===== config.mk =====
export PLATFORM = sky130hd
export DESIGN_NAME = bounded_deque
export DESIGN_NICKNAME = d
export VERILOG_FILES = /design/src/hdl/bdq_pkg.sv /design/src/hdl/bounded_deque.sv /design/src/hdl/bdq_ctrl.sv /design/src/hdl/bdq_dpath.sv
export SDC_FILE = /design/constraint.sdc
export NUM_CORES = 1
export LEC_CHECK = 0
export CAP_MARGIN = 20
export CORE_ASPECT_RATIO = 0.75
export CORE_MARGIN = 1.5
export CORE_UTILIZATION = 55
export CTS_CLUSTER_DIAMETER = 100
export DETAILED_ROUTE_END_ITERATION = 8
export DONT_BUFFER_PORTS = 1
export PLACE_DENSITY = 0.7
export RECOVER_POWER = 100
export SYNTH_ARGS = -nofsm -noshare
export SYNTH_HDL_FRONTEND = slang
export SYNTH_SLANG_ARGS = --single-unit

===== constraint.sdc =====
create_clock -name clock -period 5.19 [get_ports clock]
set_clock_uncertainty 0.1 [all_clocks]
set_input_delay 0.2595 -clock clock [delete_from_list [all_inputs] [get_ports clock]]
set_output_delay 0.2595 -clock clock [all_outputs]
set_load 0.05 [all_outputs]

===== src/hdl/bdq_pkg.sv =====
// Shared constants, command and status codes, and control types for the bounded deque.
package bdq_pkg;

   localparam int DEPTH_DEFAULT = 8;

   localparam int CMD_W      = 2;
   localparam int VALUE_W    = 32;
   localparam int STATUS_W   = 2;
   localparam int OCC_W      = 4;
   localparam int REQ_DATA_W = ((CMD_W + VALUE_W + 7) / 8) * 8;
   localparam int RSP_DATA_W = ((VALUE_W + STATUS_W + OCC_W + 7) / 8) * 8;

   typedef enum logic [CMD_W-1:0] {
      CMD_PUSH_FRONT = 2'd0,
      CMD_PUSH_BACK  = 2'd1,
      CMD_POP_FRONT  = 2'd2,
      CMD_POP_BACK   = 2'd3
   } cmd_type;

   typedef enum logic [STATUS_W-1:0] {
      STATUS_DONE  = 2'd0,
      STATUS_FULL  = 2'd1,
      STATUS_EMPTY = 2'd2
   } status_type;

   typedef enum logic [1:0] {
      ST_IDLE = 2'b01,
      ST_EXEC = 2'b10
   } state_type;

   typedef struct packed {
      logic accept;
      logic load;
   } ctrl_type;

endpackage


===== src/hdl/bounded_deque.sv =====
// Top level of the bounded deque: request and response stream channels.
//
// A bounded double-ended queue of signed 32-bit words, DEPTH words deep.
// Each request word carries a command (push front, push back, pop front,
// pop back) and a value; each request gives exactly one response word with
// the popped value, a status and the occupancy after the command.
// A push into a full deque is refused with status full and changes nothing;
// a pop from an empty deque returns zero with status empty.
//
// A request is executed when accepted. Its popped word passes through the
// registered read port of the word store, and its status and occupancy
// through their own registers, into the result register that drives the
// response; no new request is accepted until that result is loaded. Words
// are kept in a circular store with a front pointer and a count.
//
// Reset clears the pointer, the count and the pending response; the store
// itself needs no clearing. While the receiver stalls, the response holds in
// the result register and one further request may be accepted and executed;
// its response then waits until the register drains.
module bounded_deque #(
   parameter int DEPTH = bdq_pkg::DEPTH_DEFAULT
) (
   input  logic                            clock,
   input  logic                            reset,
   input  logic                            req_tvalid,
   output logic                            req_tready,
   input  logic [bdq_pkg::REQ_DATA_W-1:0]  req_tdata,  // command[1:0], push_value[33:2]
   output logic                            rsp_tvalid,
   input  logic                            rsp_tready,
   output logic [bdq_pkg::RSP_DATA_W-1:0]  rsp_tdata   // pop_value[31:0], status[33:32],
                                                       // occupancy[37:34]
);
   import bdq_pkg::*;

   ctrl_type                   ctrl;
   cmd_type                    req_cmd;
   logic signed [VALUE_W-1:0]  req_value;

   assign req_cmd   = cmd_type'(req_tdata[CMD_W-1:0]);
   assign req_value = req_tdata[CMD_W+VALUE_W-1:CMD_W];

   bdq_ctrl u_ctrl (
      .clock      (clock),
      .reset      (reset),
      .req_tvalid (req_tvalid),
      .req_tready (req_tready),
      .rsp_tvalid (rsp_tvalid),
      .rsp_tready (rsp_tready),
      .ctrl       (ctrl)
   );

   bdq_dpath #(
      .DEPTH (DEPTH)
   ) u_dpath (
      .clock     (clock),
      .reset     (reset),
      .ctrl      (ctrl),
      .req_cmd   (req_cmd),
      .req_value (req_value),
      .rsp_tdata (rsp_tdata)
   );

endmodule


===== src/hdl/bdq_ctrl.sv =====
// Controller state machine: sequences request acceptance and result loading.
module bdq_ctrl (
   input  logic              clock,
   input  logic              reset,
   input  logic              req_tvalid,
   output logic              req_tready,
   output logic              rsp_tvalid,
   input  logic              rsp_tready,
   output bdq_pkg::ctrl_type ctrl
);
   import bdq_pkg::*;

   state_type state_ff, state_in;
   logic      rsp_valid_ff, rsp_valid_in;

   assign req_tready  = (state_ff == ST_IDLE) && !reset;
   assign ctrl.accept = req_tvalid && req_tready;
   // The result register can take a new word when it is empty or being drained.
   assign ctrl.load   = (state_ff == ST_EXEC) && (!rsp_valid_ff || rsp_tready);
   assign rsp_tvalid  = rsp_valid_ff;

   always_comb begin
      state_in = state_ff;
      case (state_ff)
         ST_IDLE: begin
            if (ctrl.accept) state_in = ST_EXEC;
         end
         ST_EXEC: begin
            if (ctrl.load) state_in = ST_IDLE;
         end
         default: begin
            state_in = ST_IDLE;
         end
      endcase
   end

   assign rsp_valid_in = ctrl.load || (rsp_valid_ff && !rsp_tready);

   always_ff @(posedge clock) begin
      if (reset) begin
         state_ff     <= ST_IDLE;
         rsp_valid_ff <= 1'b0;
      end else begin
         state_ff     <= state_in;
         rsp_valid_ff <= rsp_valid_in;
      end
   end

   a_accept_to_exec: assert property (@(posedge clock) disable iff (reset)
      ctrl.accept |=> (state_ff == ST_EXEC))
      else $error("accepted word did not move the controller to execute");

   a_exec_waits: assert property (@(posedge clock) disable iff (reset)
      ((state_ff == ST_EXEC) && !ctrl.load) |=> (state_ff == ST_EXEC))
      else $error("pending result was dropped while the output was stalled");

   a_load_sets_valid: assert property (@(posedge clock) disable iff (reset)
      ctrl.load |=> rsp_valid_ff)
      else $error("loaded result not presented");

endmodule


===== src/hdl/bdq_dpath.sv =====
// Datapath: circular word store with front pointer and count, and the result register.
module bdq_dpath #(
   parameter int DEPTH = bdq_pkg::DEPTH_DEFAULT
) (
   input  logic                              clock,
   input  logic                              reset,
   input  bdq_pkg::ctrl_type                 ctrl,
   input  bdq_pkg::cmd_type                  req_cmd,
   input  logic signed [bdq_pkg::VALUE_W-1:0] req_value,
   output logic [bdq_pkg::RSP_DATA_W-1:0]    rsp_tdata
);
   import bdq_pkg::*;

   localparam int PTR_W = (DEPTH > 1) ? $clog2(DEPTH) : 1;
   localparam int CNT_W = $clog2(DEPTH + 1);
   localparam logic [PTR_W-1:0] LAST_PTR = PTR_W'(DEPTH - 1);
   localparam logic [CNT_W-1:0] FULL_CNT = CNT_W'(DEPTH);
   localparam logic [CNT_W:0]   DEPTH_S  = (CNT_W + 1)'(DEPTH);

   logic [VALUE_W-1:0] entry_mem [DEPTH];

   logic [PTR_W-1:0]   head_ff, head_in;
   logic [CNT_W-1:0]   count_ff, count_in;
   logic [VALUE_W-1:0] rd_data_ff;
   status_type         status_ff, status_in;
   logic [OCC_W-1:0]   occ_ff, occ_in;
   logic               pop_ok_ff, pop_ok_in;
   logic [VALUE_W-1:0] rsp_value_ff;
   status_type         rsp_status_ff;
   logic [OCC_W-1:0]   rsp_occ_ff;

   logic               full, empty;
   logic               wr_en, rd_en;
   logic [PTR_W-1:0]   wr_addr, rd_addr;
   logic [PTR_W-1:0]   head_dec, head_inc, tail_idx, last_idx;
   logic [CNT_W:0]     tail_sum, last_sum;
   logic [CNT_W+OCC_W-1:0] occ_wide;

   // Fold a sum below twice the depth back into the store's index range.
   function automatic logic [PTR_W-1:0] wrap_idx(input logic [CNT_W:0] s);
      logic [CNT_W:0] r;
      r = (s >= DEPTH_S) ? (s - DEPTH_S) : s;
      return r[PTR_W-1:0];
   endfunction

   assign full  = (count_ff == FULL_CNT);
   assign empty = (count_ff == '0);

   assign head_dec = (head_ff == '0) ? LAST_PTR : (head_ff - 1'b1);
   assign head_inc = (head_ff == LAST_PTR) ? '0 : (head_ff + 1'b1);
   assign tail_sum = (CNT_W + 1)'(head_ff) + (CNT_W + 1)'(count_ff);
   assign last_sum = tail_sum - 1'b1;
   assign tail_idx = wrap_idx(tail_sum);
   assign last_idx = wrap_idx(last_sum);

   always_comb begin
      head_in   = head_ff;
      count_in  = count_ff;
      status_in = STATUS_DONE;
      pop_ok_in = 1'b0;
      wr_en     = 1'b0;
      rd_en     = 1'b0;
      wr_addr   = tail_idx;
      rd_addr   = head_ff;
      case (req_cmd)
         CMD_PUSH_FRONT: begin
            if (full) begin
               status_in = STATUS_FULL;
            end else begin
               wr_en    = ctrl.accept;
               wr_addr  = head_dec;
               head_in  = head_dec;
               count_in = count_ff + 1'b1;
            end
         end
         CMD_PUSH_BACK: begin
            if (full) begin
               status_in = STATUS_FULL;
            end else begin
               wr_en    = ctrl.accept;
               wr_addr  = tail_idx;
               count_in = count_ff + 1'b1;
            end
         end
         CMD_POP_FRONT: begin
            if (empty) begin
               status_in = STATUS_EMPTY;
            end else begin
               rd_en     = ctrl.accept;
               rd_addr   = head_ff;
               head_in   = head_inc;
               count_in  = count_ff - 1'b1;
               pop_ok_in = 1'b1;
            end
         end
         default: begin
            if (empty) begin
               status_in = STATUS_EMPTY;
            end else begin
               rd_en     = ctrl.accept;
               rd_addr   = last_idx;
               count_in  = count_ff - 1'b1;
               pop_ok_in = 1'b1;
            end
         end
      endcase
   end

   // Occupancy reports the low bits of the count only.
   assign occ_wide = (CNT_W + OCC_W)'(count_in);
   assign occ_in   = occ_wide[OCC_W-1:0];

   always_ff @(posedge clock) begin
      if (wr_en) entry_mem[wr_addr] <= req_value;
      if (rd_en) rd_data_ff <= entry_mem[rd_addr];
   end

   always_ff @(posedge clock) begin
      if (reset) begin
         head_ff  <= '0;
         count_ff <= '0;
      end else if (ctrl.accept) begin
         head_ff  <= head_in;
         count_ff <= count_in;
      end
   end

   always_ff @(posedge clock) begin
      if (ctrl.accept) begin
         status_ff <= status_in;
         occ_ff    <= occ_in;
         pop_ok_ff <= pop_ok_in;
      end
      if (ctrl.load) begin
         rsp_value_ff  <= pop_ok_ff ? rd_data_ff : '0;
         rsp_status_ff <= status_ff;
         rsp_occ_ff    <= occ_ff;
      end
   end

   assign rsp_tdata = (RSP_DATA_W)'({rsp_occ_ff, rsp_status_ff, rsp_value_ff});

   a_count_bounded: assert property (@(posedge clock) disable iff (reset)
      count_ff <= FULL_CNT)
      else $error("word count above capacity");

   a_head_in_range: assert property (@(posedge clock) disable iff (reset)
      head_ff <= LAST_PTR)
      else $error("front pointer outside the store");

   a_refused_push_holds: assert property (@(posedge clock) disable iff (reset)
      (ctrl.accept && full && ((req_cmd == CMD_PUSH_FRONT) || (req_cmd == CMD_PUSH_BACK)))
      |=> ($stable(count_ff) && $stable(head_ff)))
      else $error("refused push changed the deque");

endmodule

==> results of run 1 <==
[timing repair]
item | CTS | global route
endpoints found under the hold margin | 270 | 0
setup buffers | 0 | 0
hold buffers | 38 | 0
[stage by stage]
step	hold WS [ns]	util, %	power (mW)	area [µm²]	worst slack [ns]
after floorplan	0.258	-	3.43	14100	0.504
after global placement	0.232	57.7	3.52	14400	1.38
after detailed placement	0.236	57.7	3.53	14400	1.37
after CTS	0.0118	63.2	5.80	15800	1.37
after global routing	0.0321	63.0	5.96	15800	0.591
final	0.0287	63.0	5.77	15800	0.778
[logic make-up (layout without fill, tap and decap cells)]
family,count (synthesis),count (layout),share of synthesized area (%)
buf+inv,92,131,2.88
xor+xnor,6,6,0.481
flops,343,343,72.6
compound gates,285,285,12.9
other cells,1,4,0.0267
fa+ha+maj,9,9,0.855
simple gates,246,246,9.52
mux,11,11,0.819
[synthesized netlist by cell type, types with 2 or more instances]
library cell  number
nor2_1            11
xnor2_1            4
a211oi_1           3
inv_1             11
o211a_1            2
mux2_2             4
buf_4              2
clkbuf_1          35
o21ai_1           12
or2_2              2
or4_1              2
a21o_1           130
o31a_1             3
ha_1               8
nor3_1            10
a311oi_1           3
and2_1            33
o21ai_0          122
mux2i_1            7
nand3b_1           4
nand3_1          131
dfxtp_1           10
nand2_1            6
a21oi_1            6
nor4_1             2
edfxtp_1         333
nand2b_1           6
buf_2             41
nand4_1           32
[power by group]
part	total [mW]	switching, mW	internal, mW
Sequential	3.11	0.0275	3.08
Combinational	0.404	0.265	0.139
Clock	2.25	0.972	1.28
Total	5.77	1.26	4.50
[state kept, by name (all words and copies together), names as in the netlist]
register and count:
u_dpath.entry_mem 256, u_dpath.rd_data_ff 32, u_dpath.rsp_value_ff 32, u_dpath.count_ff 4, u_dpath.occ_ff 4, u_dpath.rsp_occ_ff 4, u_dpath.head_ff 3, u_ctrl.state_ff 2
u_dpath.rsp_status_ff 2, u_dpath.status_ff 2, u_ctrl.rsp_tvalid 1, u_dpath.pop_ok_ff 1
[final cells by class]
class                           instances  share of cell area [%]
Sequential cell                       343                    64.7
Clock buffer                           43                    5.75
Inverter                               12                   0.286
Clock inverter                         15                   0.595
Tap cell                              338                    2.68
Antenna cell                            2                  0.0318
Timing Repair Buffer                   61                    3.64
Multi-Input combinational cell        559                    22.3
[how the worst min path moves through the flow]
stage,startpoint,endpoint,slack [ns],cells past startpoint
6_report,req_tdata[1],u_dpath.occ_ff[2],0.03,3
5_1_grt,req_tdata[1],u_dpath.occ_ff[2],0.03,3
4_1_cts,req_tdata[1],u_dpath.occ_ff[2],0.01,3
3_5_place_dp,reset,u_ctrl.rsp_tvalid,0.24,1
3_3_place_gp,reset,u_dpath.count_ff[1],0.23,1
2_1_floorplan,req_tdata[2],u_dpath.entry_mem[0][0],0.26,0
[routing by layer]
layer / wire length (µm) / share of wire [%] / vias to the layer above
met5: 0 / 0 / -
met4: 476 / 1.5 / 0
met3: 1920 / 6.2 / 40
met2: 14700 / 47 / 273
met1: 14100 / 45 / 4248
li1: - / - / 3849
[worst reg2reg max path, stage by stage (launching register included)]
cell and delay [ns]:
dfxtp_1 0.34, nor3b_1 1.26, nand2_1 0.49, a311oi_1 0.46, nand2_1 0.21, nor3_2 0.20
clkbuf_2 0.95
==> summary.txt, run 1 <==
Max Slew Vio Count: 96
Vias in the first global route: 8,467
# H-tree levels: 2
Cells after synthesis: 993
RD Place Congestion: 0.771
CP most frequent cell: nand2_1
Most common cell after layout, fill and taps aside: edfxtp_1
GRT Util Overall: 23.7%
Part of the Yosys area used for sequential elements: 72.6%
CP startpoint kind: register
HPWL Detailed: 15.3 mm
Setup Total Neg Slack: 0 ns
R2R setup slack: 0.78 ns
Worst path bufs/invs: 1
Failing checks: max-capacitance violations, max-slew violations
Cell variety after synth: 47
Most Used Layer, Global Route: met2
Final setup violation count: 0
Reg2reg start: u_ctrl.state_ff[0]
Crit-path cells: nor3b_1 -> nand2_1 -> a311oi_1 -> nand2_1 -> nor3_2 -> clkbuf_2
Max Cap Viol: 3
Die Y: 141 µm
Fill count: 1,888
First drt pass iteration count: 5
WP data required: 5.21 ns
Initial antenna violation count: 3
RSZ-0062 raised after global routing: no
Initial Utilization: 56.2%
IO Count: 86
TritonCTS clock tree: built
Met1 usage: 34.6%
Worst-margin pin slew: 2.09 ns
Worst IR Drop VDD: 0.273 mV
Total number of vias: 8,410
Clk buf depth: 3
DR WL/cell: 22.6 µm
Slowest CP cell: nor3b_1
Die area: 26,500 µm²
Area leader, netlist: edfxtp_1
Total gr overflow: 0
First-pass GRT wire length: 48.4 mm
Final wirelength: 31.1 mm
CTS buffer count: 34
Worst-path clk slew: 0.06 ns
Clock sinks: 343
Layout area overhead: 12.1%
Leakage: 5.31 nW
Period minus WS final: 4.41 ns
Register area: 10,200 µm²
First DRT Iteration DRCs: 910
Predominant post-synthesis flop cell: edfxtp_1
Antenna-violating nets left: 0
Status: finished with violations
CP Max Fanout: 32
Worst stage delay on the critical path: 1.26 ns
Critical R2R Capture: u_dpath.entry_mem[0][28]
Multi-input logic area: 3510 µm²
Mapped cell area: 14,100 µm²
Largest net degree at the start of global routing: 129
Peak Freq: 227 MHz
Dominant cells by area after synthesis: edfxtp_1 (71%), a21o_1 (6.9%), nand3_1 (4.7%)
Final nets: 1,064
Min-delay worst type: primary input to register
Layout cells sized above 1: 7.84%
Slew headroom: -39.6%
R2r worst-path depth: 6
CTS resizes: 0
IO buf count: 0
Largest delay contributor family on the critical path: simple AND/OR/NAND/NOR gates
Share of the synthesized area in the top cell type: 71.1%
Via density: 6.13
Synthesis Warnings: 0
Worst Setup EP: u_dpath.entry_mem[0][28]
Crit path launch: u_ctrl.state_ff[0]
Synthesized area per cell: 14.2 µm²
Met2 usage: 37.2%
DR DRC count: 0
FF+latch count, synth: 343
Clk_lat worst skew: 0.50 ns
Kind of critical path: register to register
Cell Count, Final, Fillers Out: 1,373
Row count: 50
Worst setup EP type: register
Core area: 25,000 µm²
Worst endpoint data arrival time: 4.43 ns
Placed cell count: 1,275
Die X: 188 µm
Met3 GRT Util: 4.43%
Root Buffer: clkbuf_16
Async SR Flop Fraction: 0%
Number of synthesized flops with an enable pin: 333
Fin crit share: 85.0%
Commonest cells after routing, fill and taps aside: edfxtp_1 (333), nand3_1 (131), a21o_1 (130), o21ai_0 (123), dlygate4sd3_1 (38)
Final Hold Viols: 0
Critical Path Stages: 6
PD cells: 366 nW/µm²
No activity file was read; power rests on OpenSTA's default activity.
==> run 2: changes to the inputs <==
- RECOVER_POWER: 100 -> not set
==> summary.txt, run 2 (synthesis gave the netlist of run 1 again) <==
Cell Count, Final, Fillers Out: 1,373 (unchanged)
Initial antenna violation count: 2 (-1)
Most common cell after layout, fill and taps aside: edfxtp_1
Kind of critical path: register to register
IO buf count: 0 (unchanged)
Final wirelength: 31.0 mm (-0.41%)
Worst stage delay on the critical path: 0.80 ns (-0.46 ns)
Biggest register: u_dpath.entry_mem
Clk buf depth: 3 (unchanged)
IO Count: 86 (unchanged)
Hold wc startpoint: req_tdata[1]
Commonest cells after routing, fill and taps aside: edfxtp_1 (333), nand3_1 (131), a21o_1 (130), o21ai_0 (122), dlygate4sd3_1 (38)
Die Y: 141 µm (unchanged)
Setup Total Neg Slack: 0 ns (unchanged)
Clock sinks: 343 (unchanged)
Crit-path cells: ha_1 -> inv_1 -> fa_1 -> ha_1 -> xor3_1 -> or4_4 -> buf_4 -> nand3_1 -> a21o_1 -> nand4_1
Largest net degree at the start of global routing: 129 (unchanged)
Switching share of power: 21.9% (about the same)
Comb power frac: 7.1% (about the same)
Post-CTS Setup Repair Bufs: 0 (unchanged)
Largest delay contributor family on the critical path: simple AND/OR/NAND/NOR gates
Reg2reg start: u_dpath.head_ff[0]
Crit path launch: u_dpath.head_ff[0]
Vias in the first global route: 8,467 (unchanged)
Peak Freq: 261 MHz (+15%)
Root Buffer: clkbuf_16
Layout cells sized above 1: 8.71% (+0.87 points)
Post-DP Area: 14,400 µm² (unchanged)
Max Slew Vio Count: 0 (-100%)
Worst path bufs/invs: 2 (+1)
First DRT Iteration DRCs: 931 (+2.3%)
CP Max Fanout: 68 (+110%)
Min-delay worst type: primary input to register
Final setup violation count: 0 (unchanged)
RSZ-0062 raised after global routing: no
Die area: 26,500 µm² (unchanged)
Status: completed
Worst setup EP type: register
First-pass GRT wire length: 48.4 mm (unchanged)
Worst IR Drop VDD: 0.275 mV (+0.66%)
Total number of vias: 8,413 (+0.036%)
WP data required: 5.32 ns (+0.11 ns)
Fill count: 1,873 (-0.79%)
Clock power share: 39.0% (about the same)
Slew headroom: 28.4% (+68 points)
DR DRC count: 0 (unchanged)
Placed cell count: 1,275 (unchanged)
Row count: 50 (unchanged)
Multi-input logic area: 3560 µm² (+1.2%)
Reg power frac: 53.9% (about the same)
Total gr overflow: 0 (unchanged)
Number of flip-flops in the largest register: 256 (unchanged)
Clk_lat worst skew: 0.50 ns (about the same)
Antenna-violating nets left: 0 (unchanged)
Register area: 10,200 µm² (unchanged)
Worst endpoint data arrival time: 3.95 ns (-0.48 ns)
RD Place Congestion: 0.771 (unchanged)
Core area: 25,000 µm² (unchanged)
TritonCTS clock tree: built
Initial Utilization: 56.2% (unchanged)
# H-tree levels: 2 (unchanged)
CTS buffer count: 34 (unchanged)
Worst-margin pin slew: 1.07 ns (-1.01 ns)
Max Cap Viol: 0 (-3)
Internal power: 4.50 mW (about the same)
Largest registers: u_dpath.entry_mem x256, u_dpath.rd_data_ff x32, u_dpath.rsp_value_ff x32
PD cells: 364 nW/µm² (-0.40%)
Layout area overhead: 12.6%
Post-route cell area: 15,800 µm² (+0.44%)
Final nets: 1,064 (unchanged)
DR WL/cell: 22.6 µm (-0.41%)
CP most frequent cell: ha_1
CP startpoint kind: register
Final Hold Viols: 0 (unchanged)
HPWL Detailed: 15.3 mm (unchanged)
NetSw: 1.27 mW (about the same)
Period minus WS final: 3.83 ns (-0.587 ns)
Via density: 6.13 (about the same)
Slowest CP cell: or4_4
First drt pass iteration count: 5 (unchanged)
Die X: 188 µm (unchanged)
Fin crit share: 73.7% (-11 points)
GRT Util Overall: 23.7% (unchanged)
Leakage: 5.36 nW (+0.96%)
Worst-path clk slew: 0.06 ns (about the same)
## run 2: cell types whose count changed in the layout (fill, tap and decap cells not counted), moves of 3 or more
cell	previous run	this run
and2_1	8	33
and2_0	25	0
clkbuf_2	7	0
nor3_1	5	2
nor3_2	5	8
buf_4	9	19
clkbuf_1	11	8
## run 2: worst min-delay path, stage by stage
cell and delay [ns]:
mux2i_1 0.05, nor2_1 0.08, a31oi_1 0.06
## run 2: layer usage
metal	share of wire, %	track usage, %	up-vias
met5	0	0	-
li1	-	-	3853
met3	7.3	4.43	40
met4	1.6	5.89	0
met1	44	34.6	4211
met2	47	37.2	309
## run 2: path summary, 6_finish.rpt
check | slack (ns) | depth (start not counted) | endpoint
setup reg to reg | 1.36 | 10 | u_dpath.rd_data_ff[3]
hold / removal | 0.03 | 3 | u_dpath.occ_ff[2]
hold reg to reg | 0.32 | 0 | u_dpath.rsp_occ_ff[2]
setup / recovery | 1.36 | 10 | u_dpath.rd_data_ff[3]
## run 2: cell type report
class                      count  area share (%)
sequential                   343            64.4
multi-input combinational    559            22.5
clock buffer                  43            5.72
timing repair buffer          61            3.81
tap                          338            2.67
clock inverter                15           0.593
inverter                      12           0.285
antenna                        2          0.0316
## run 2: stage by stage
step           hold WS, ns  worst slack [ns]  power, mW  utilization (%)
2_1_floorplan        0.258             0.504       3.43                -
3_3_place_gp         0.232              1.38       3.52             57.7
3_5_place_dp         0.236              1.37       3.53             57.7
4_1_cts             0.0118              1.37       5.80             63.2
5_1_grt             0.0321              1.15       5.96             63.3
6_report            0.0287              1.36       5.77             63.3
## run 2: repair_timing
action / 4_1_cts / 5_1_grt
hold buffers: 38 / 0
hold endpoints to repair: 270 / 0
gates resized for setup: 0 / 0
## run 2: power groups by stage
stage,Sequential (mW),Clock [mW],Combinational [mW]
floorplan,3.16,0,0.265
global placement,3.17,0,0.351
detailed placement,3.17,0,0.358
CTS,3.11,2.28,0.408
global route,3.11,2.40,0.450
finish,3.11,2.25,0.409
==> run 3: changes to the inputs <==
- clock period: 5.19 -> 3.8 ns (I/O delays scaled with it)
==> summary.txt, run 3 (synthesis gave the netlist of run 1 again) <==
Most common cell after layout, fill and taps aside: edfxtp_1
First drt pass iteration count: 5 (unchanged)
Util after Layout: 64.6% (+1.3 points)
Worst IR Drop VDD: 0.318 mV (+16%)
Biggest register: u_dpath.entry_mem
First DRT Iteration DRCs: 854 (-8.3%)
Max Slew Vio Count: 0 (unchanged)
IO buf count: 0 (unchanged)
Initial antenna violation count: 3 (+1)
Total power: 8.27 mW (+43%)
Kind of critical path: register to register
Total gr overflow: 0 (unchanged)
Setup Total Neg Slack: 0 ns (unchanged)
Number of flip-flops in the largest register: 256 (unchanged)
Worst-path clk slew: 0.06 ns (about the same)
Post-CTS Setup Repair Bufs: 0 (unchanged)
CP most frequent cell: dlygate4sd3_1
Max Cap Viol: 0 (unchanged)
Worst endpoint data arrival time: 3.77 ns (-0.18 ns)
DR WL/cell: 22.1 µm (-2.0%)
RD Place Congestion: 0.774 (+0.30%)
Die X: 188 µm (unchanged)
Core area: 25,000 µm² (unchanged)
Final nets: 1,071 (+0.66%)
Die area: 26,500 µm² (unchanged)
Leakage: 5.51 nW (+2.9%)
Crit-path cells: nor3b_2 -> nand2_1 -> inv_1 -> o21ai_1 -> nor2_1 -> a21oi_1 -> dlygate4sd3_1 -> a311oi_1 -> dlygate4sd3_1
Layout cells sized above 1: 9.49% (+0.78 points)
Peak Freq: 293 MHz (+12%)
CTS buffer count: 34 (unchanged)
Worst stage delay on the critical path: 0.59 ns (-0.21 ns)
CP Max Fanout: 13 (-81%)
Final Hold Viols: 0 (unchanged)
WP data required: 4.15 ns (-1.17 ns)
CTS resizes: 0 (unchanged)
Vias in the first global route: 8,228 (-2.8%)
HPWL Detailed: 15.3 mm (-0.36%)
Antenna-violating nets left: 0 (unchanged)
Root Buffer: clkbuf_16
IO Count: 86 (unchanged)
# H-tree levels: 2 (unchanged)
Status: completed
Largest net degree at the start of global routing: 93 (-28%)
Period minus WS final: 3.42 ns (-0.409 ns)
Total number of vias: 8,461 (+0.57%)
Worst setup EP type: register
Clk buf depth: 3 (unchanged)
Commonest cells after routing, fill and taps aside: edfxtp_1 (333), nand3_1 (131), a21o_1 (130), o21ai_0 (122), dlygate4sd3_1 (41)
Via density: 6.11 (-0.23%)
Hold Buf Count CTS: 41 (+7.9%)
Clk_lat worst skew: 0.51 ns (about the same)
CP startpoint kind: register
Slowest CP cell: dlygate4sd3_1
Slew headroom: 38.9% (+11 points)
R2R setup slack: 0.38 ns (-0.98 ns)
Layout area overhead: 15.0%
Initial Utilization: 56.2% (unchanged)
Clock sinks: 343 (unchanged)
PD cells: 511 nW/µm² (+40%)
Die Y: 141 µm (unchanged)
GRT Util Overall: 22.9% (-0.76 points)
DR DRC count: 0 (unchanged)
First-pass GRT wire length: 46.7 mm (-3.6%)
RSZ-0062 raised after global routing: no
Fin crit share: 89.9% (+16 points)
Final wirelength: 30.6 mm (-1.2%)
Final setup violation count: 0 (unchanged)
Worst-margin pin slew: 0.891 ns (-0.183 ns)
Min-delay worst type: primary input to register
TritonCTS clock tree: built
Row count: 50 (unchanged)
Largest registers: u_dpath.entry_mem x256, u_dpath.rd_data_ff x32, u_dpath.rsp_value_ff x32
==> run 3: cell types whose count changed in the layout (fill, tap and decap cells not counted) <==
cell,before,now
clkinv_2,5,3
clkinvlp_4,0,2
nor3_2,8,4
clkbuf_1,8,7
clkinv_1,8,7
bufinv_16,1,6
diode_2,2,3
nor3_4,0,4
buf_4,19,15
dlygate4sd3_1,38,41
buf_12,4,12
==> run 3: worst paths after layout <==
| kind | from | endpoint | cells past startpoint |
|---|---|---|---|
| hold / removal | req_tvalid | u_dpath.count_ff[1] | 3 |
| hold reg to reg | u_dpath.occ_ff[2] | u_dpath.rsp_occ_ff[2] | 0 |
| setup reg to reg | u_ctrl.state_ff[1] | u_dpath.head_ff[0] | 9 |
| setup / recovery | u_ctrl.state_ff[1] | u_dpath.head_ff[0] | 9 |
==> run 3: routing by layer <==
metal | routed length (µm) | GRT usage, % | vias to the layer above
met1 | 13600 | 32.3 | 4253
met4 | 611 | 6.32 | 0
met2 | 14400 | 37.0 | 314
li1 | - | - | 3859
met3 | 2000 | 4.38 | 35
met5 | 0 | 0 | -
==> run 3: area by class of cell <==
class                           instances  area (µm²)
Sequential cell                       343       10200
Timing Repair Buffer                   68         763
Clock buffer                           42         902
Multi-Input combinational cell        559        3580
Inverter                               12        45.0
Antenna cell                            3        7.51
Clock inverter                         19         245
Tap cell                              338         423
Fill cell                            1795        8860
==> run 3: worst max-delay path: cells and delay by family, from the launching register on <==
| family | cells | cell delay (ns) |
|---|---|---|
| AND/OR/NAND/NOR | 3 | 0.76 |
| buffers and inverters | 3 | 1.57 |
| flip-flops | 1 | 0.32 |
| AO/OA/AOI/OAI | 3 | 0.59 |
==> run 3: report_power, final <==
group	internal [mW]	total (mW)	switching (mW)	leakage, nW
clock	2.10	3.45	1.35	0.552
sequential	4.21	4.25	0.0378	3.09
combinational	0.206	0.577	0.371	1.87
total	6.51	8.27	1.76	5.51
==> run 3: through the flow <==
stage / hold WS, ns / cells / area, µm² / setup WS [ns]
floorplan: 0.189 / 994 / 14100 / -0.886
global route: 0.0949 / 1383 / 16200 / 0.188
detailed placement: 0.164 / 1279 / 14600 / 0.443
CTS: 0.0340 / 1381 / 16200 / 0.428
finish: 0.0518 / 1384 / 16200 / 0.384
global placement: 0.164 / 1279 / 14600 / 0.488
